File: config.mk
export PLATFORM = sky130hd
export DESIGN_NAME = cvr_div
export DESIGN_NICKNAME = d
export VERILOG_FILES = /design/src/rtl/cvr_pkg.sv /design/src/rtl/cvr_div.sv
export SDC_FILE = /design/constraint.sdc
export NUM_CORES = 2
export LEC_CHECK = 0
export BUFFER_PORTS_ARGS = -buffer_cell sky130_fd_sc_hd__buf_2
export CAP_MARGIN = 5
export CORE_ASPECT_RATIO = 1.1
export CORE_MARGIN = 1.5
export CORE_UTILIZATION = 55
export DETAILED_ROUTE_END_ITERATION = 6
export GPL_ROUTABILITY_DRIVEN = 0
export HOLD_SLACK_MARGIN = 0.02
export PLACE_DENSITY = 0.83
export RECOVER_POWER = 100
export SETUP_SLACK_MARGIN = 0.3
export SLEW_MARGIN = 20
export SYNTH_ARGS = -nofsm -noshare
export SYNTH_HDL_FRONTEND = slang
export SYNTH_SLANG_ARGS = --single-unit
File: constraint.sdc
create_clock -name clk -period 6.2 [get_ports clk]
set_input_delay 0.31 -clock clk [delete_from_list [all_inputs] [get_ports clk]]
set_output_delay 0.31 -clock clk [all_outputs]
set_load 0.05 [all_outputs]
File: src/rtl/cvr_pkg.sv
// Shared constants and control types for the collision velocity response pipeline.
package cvr_pkg;

  localparam int COMPONENT_WIDTH_DEF = 20;
  localparam int MASS_WIDTH_DEF      = 16;
  localparam int FRAC_BITS           = 12;
  localparam int TS_WIDTH            = 16;
  localparam int MASS_FIELD_WIDTH    = 16;
  localparam int VEC_FIELD_WIDTH     = 60;
  localparam logic [TS_WIDTH-1:0] TS_RESET = 16'd1092;

  typedef struct packed {
    logic vld;
    logic plastic;
    logic zmass;
  } ctl_t;

endpackage

File: src/rtl/cvr_div.sv
// Pipelined restoring divider, one quotient bit per stage, with sideband data.
module cvr_div #(
  parameter int MW   = 16,
  parameter int QB   = 30,
  parameter int MAGW = 50,
  parameter int SW   = 8
) (
  input  logic            clk,
  input  logic            rst_n,
  input  logic            en,
  input  cvr_pkg::ctl_t   in_ctl,
  input  logic [MAGW-1:0] dividend_i,
  input  logic [MW:0]     divisor_i,
  input  logic [SW-1:0]   side_i,
  output cvr_pkg::ctl_t   out_ctl,
  output logic [QB-1:0]   quot_o,
  output logic [SW-1:0]   side_o
);
  import cvr_pkg::*;

  ctl_t          ctl_r  [QB];
  logic [MW:0]   rem_r  [QB];
  logic [QB-1:0] z_r    [QB];
  logic [MW:0]   den_r  [QB];
  logic [SW-1:0] side_r [QB];

  ctl_t          ctl_s  [QB];
  logic [MW:0]   rem_s  [QB];
  logic [QB-1:0] z_s    [QB];
  logic [MW:0]   den_s  [QB];
  logic [SW-1:0] side_s [QB];

  for (genvar i = 0; i < QB; i++) begin : g_stage
    logic [MW+1:0] t;
    logic          ge;

    if (i == 0) begin : g_first
      // The quotient fits in QB bits, so the upper part starts below the divisor.
      assign ctl_s[i]  = in_ctl;
      assign rem_s[i]  = dividend_i[QB +: MW+1];
      assign z_s[i]    = dividend_i[QB-1:0];
      assign den_s[i]  = divisor_i;
      assign side_s[i] = side_i;
    end else begin : g_next
      assign ctl_s[i]  = ctl_r[i-1];
      assign rem_s[i]  = rem_r[i-1];
      assign z_s[i]    = z_r[i-1];
      assign den_s[i]  = den_r[i-1];
      assign side_s[i] = side_r[i-1];
    end

    assign t  = {rem_s[i], z_s[i][QB-1]};
    assign ge = t >= {1'b0, den_s[i]};

    always_ff @(posedge clk) begin
      if (!rst_n) begin
        ctl_r[i] <= '0;
      end else if (en) begin
        ctl_r[i] <= ctl_s[i];
      end
    end

    always_ff @(posedge clk) begin
      if (en) begin
        rem_r[i]  <= ge ? (MW+1)'(t - {1'b0, den_s[i]}) : t[MW:0];
        z_r[i]    <= {z_s[i][QB-2:0], ge};
        den_r[i]  <= den_s[i];
        side_r[i] <= side_s[i];
      end
    end
  end

  assign out_ctl = ctl_r[QB-1];
  assign quot_o  = z_r[QB-1];
  assign side_o  = side_r[QB-1];

  // With a nonzero divisor the final remainder is always reduced.
  assert property (@(posedge clk) disable iff (!rst_n)
    ctl_r[QB-1].vld && (den_r[QB-1] != '0) |-> rem_r[QB-1] < den_r[QB-1])
    else $error("divider remainder not below divisor");

endmodule

==> metrics.cfg <==
[clock_tree]
root_buffer=clkbuf_16
htree_num_levels=4
clock_path_buffers=3
cts-buffers-inserted=217
cts_resized=0
cts.clk_slew.worst_paths_ps=60
clock_latency_ps=870
cts_sinks=2216
cts_tree=done

[logic_synthesis]
synth_top_area_frac=0.684
async_flop_share=0
syn_area_mm2=0.0973
synth_area_leaders=edfxtp_1, ha_1, mux2_2, inv_1, xnor2_1
avgSynthCellArea_um2=14.7
synth_cell_type_count=83
yosysTopAreaCell=edfxtp_1
yosysSeqAreaShare=0.684
syn_inst=6644
yosys_warnings=0
synth-seq-cells=2216
synth_nets=7264
synth_edf_count=2216
ys.flop_type=edfxtp_1

[power]
ir_drop_uv=353
p_leak_nw=41.4
power_density_mw_per_mm2=474

[worst_hold_path]
hp-start=dividend_i[25]
worstHoldEndpoint=z_r[0][26]
hold_path_class=in -> reg
holdPathStages=2

[critical_path]
crit_path_top_delay_cell=nor3_1
crit_arrival_ps=5610
reg2reg_setup_slack_ps=1170
required_ps=6780
r2r.worst_path.cells=12
r2r_start=z_r[0][389]
crit_top_cell=inv_1
critPathKind=reg -> reg
crit_fanout=18
rr_endpoint=rem_r[0][237]
critPathCaptureType=flip-flop
startpoint_type=flip-flop
worstPathCellList=inv_1 -> ha_1 -> inv_1 -> fa_1 -> a211oi_1 -> o21bai_1 -> o31a_1 -> a41o_1 -> o2111ai_1 -> a21oi_1 -> nor3_1 -> mux2_2
max_stage_delay_ps=1920

[sta]
worst_pin_slew_ps=4310
rsz0062_at_grt=false
skew_ps=61.6
setup_viol=0
finalCritPeriodShare=0.811
period_needed_ps=5030
max_slew_margin=-1.88
timing.setup.tns_ps=0
hold_viol_final=0
finalMaxSlewViolations=1778
hold_ws_ps=139
fmax_mhz=199

[final_layout]
post_route_cells_drive_above_1_share=0.0968
area_delta_synth_final_pct=11.0
final_common_cell=edfxtp_1
final_cell_mix=edfxtp_1, inv_1, ha_1, a21oi_1, nor2_1
fillers=12386
fin_nets=7603

[floorplanning]
core_area_mm2=0.175
ios=122
rows=161
die_h_um=444
dieWidth_um=404
start_util=0.555
die-area_mm2=0.180

[detailed_routing]
drt-initial-drc-count=3856
wl_per_cell_um=17.0
remaining_drc_errors=0
vias_per_cell=5.60
num_vias=53363
ant_nets=0
routed_wl_um=162000
drt-pass1-iter-count=6

[grt]
antenna_found_initial=2
grt_pass1_wl_um=265000
grtUsageTotal=0.179
grt_pass1_vias=54587
grt-ovfl-total=0
grt_max_degree=202

[run_status]
violations=max-capacitance violations, max-slew violations
outcome=finished, violations left

[run]
cap_violations=28

[placement]
io_buffers=118
dp_hpwl_um=106000

[cells in the mapped netlist (72+ instances only)]
cell type  number
a21o_1        142
a21oi_1       425
and3_1        118
edfxtp_1     2216
ha_1          510
inv_1         663
mux2_2        296
nand2_1       238
nand3_1        72
nand4_1        74
nor2_1        328
nor3_1         82
o21ai_0       263
o21bai_1       72
xnor2_1       243
xor2_1        143
[routing by layer]
layer	up-vias	track usage	share of wire
met5	-	0	0
met4	0	0.0869	0.043
met3	461	0.0284	0.038
met2	1299	0.326	0.52
met1	26077	0.205	0.40
li1	25526	-	-
[how the worst max path moves through the flow]
stage | startpoint | endpoint | slack, ps
after floorplan | z_r[1][269] | rem_r[1][161] | 2870
after global placement | z_r[1][149] | rem_r[1][86] | 2140
after detailed placement | z_r[1][299] | rem_r[1][172] | 2030
after CTS | z_r[1][299] | rem_r[1][179] | 2030
after global routing | z_r[0][269] | rem_r[0][155] | 880
final | z_r[0][389] | rem_r[0][237] | 1170
[cell families after synthesis]
family | Yosys count | synth area share
flops | 2216 | 0.684
compound gates | 1286 | 0.0845
mux | 326 | 0.0377
buf+inv | 795 | 0.0332
xor+xnor | 386 | 0.0347
fa+ha+maj | 539 | 0.0715
simple gates | 1096 | 0.0546
[metrics by stage]
step	setup slack [ps]	area, um2	cells	power (mW)	utilization
after floorplan	2870	97300	6644	34.7	-
after global placement	2140	101000	9031	37.4	0.574
after detailed placement	2030	101000	9032	38.5	0.574
after CTS	2030	109000	9523	51.6	0.619
after global routing	880	108000	9527	54.1	0.616
final	1170	108000	9527	51.3	0.616
[final cells by class]
| type | count | area (um2) | area share |
|---|---|---|---|
| well taps | 2363 | 2960 | 0.0274 |
| flip-flops and latches | 2216 | 66500 | 0.616 |
| repair buffers | 252 | 1710 | 0.0158 |
| clock inverters | 135 | 1330 | 0.0123 |
| multi-input cells | 3633 | 27400 | 0.254 |
| diodes | 2 | 5.00 | 0.0000463 |
| clock buffers | 263 | 5600 | 0.0518 |
| inverters | 663 | 2490 | 0.0230 |
[power breakdown]
| group | switching (mW) | internal (mW) | leakage, nW |
|---|---|---|---|
| Clock | 5.53 | 7.20 | 3.34 |
| Combinational | 9.21 | 7.81 | 16.3 |
| Sequential | 1.27 | 20.2 | 21.8 |
| Total | 16.0 | 35.3 | 41.4 |
[registers in the layout, summed over array words and instances (netlist names)]
| register | cells |
|---|---|
| z_r | 900 |
| side_r | 240 |
| ctl_r | 90 |
| rem_r | 493 |
| den_r | 493 |
[worst max-delay path: cells and delay by family, from the launching register on]
kind,cells,cell delay (ps)
flops,1,360
compound gates,6,1290
fa+ha+maj,2,590
mux,1,480
buf+inv,2,130
simple gates,1,1920
[timing repair]
action | in CTS | in global routing
hold buffers | 93 | 0
buffers inserted | 0 | 0
endpoints found under the hold margin | 163 | 0
No activity file was read; power rests on OpenSTA's default activity.
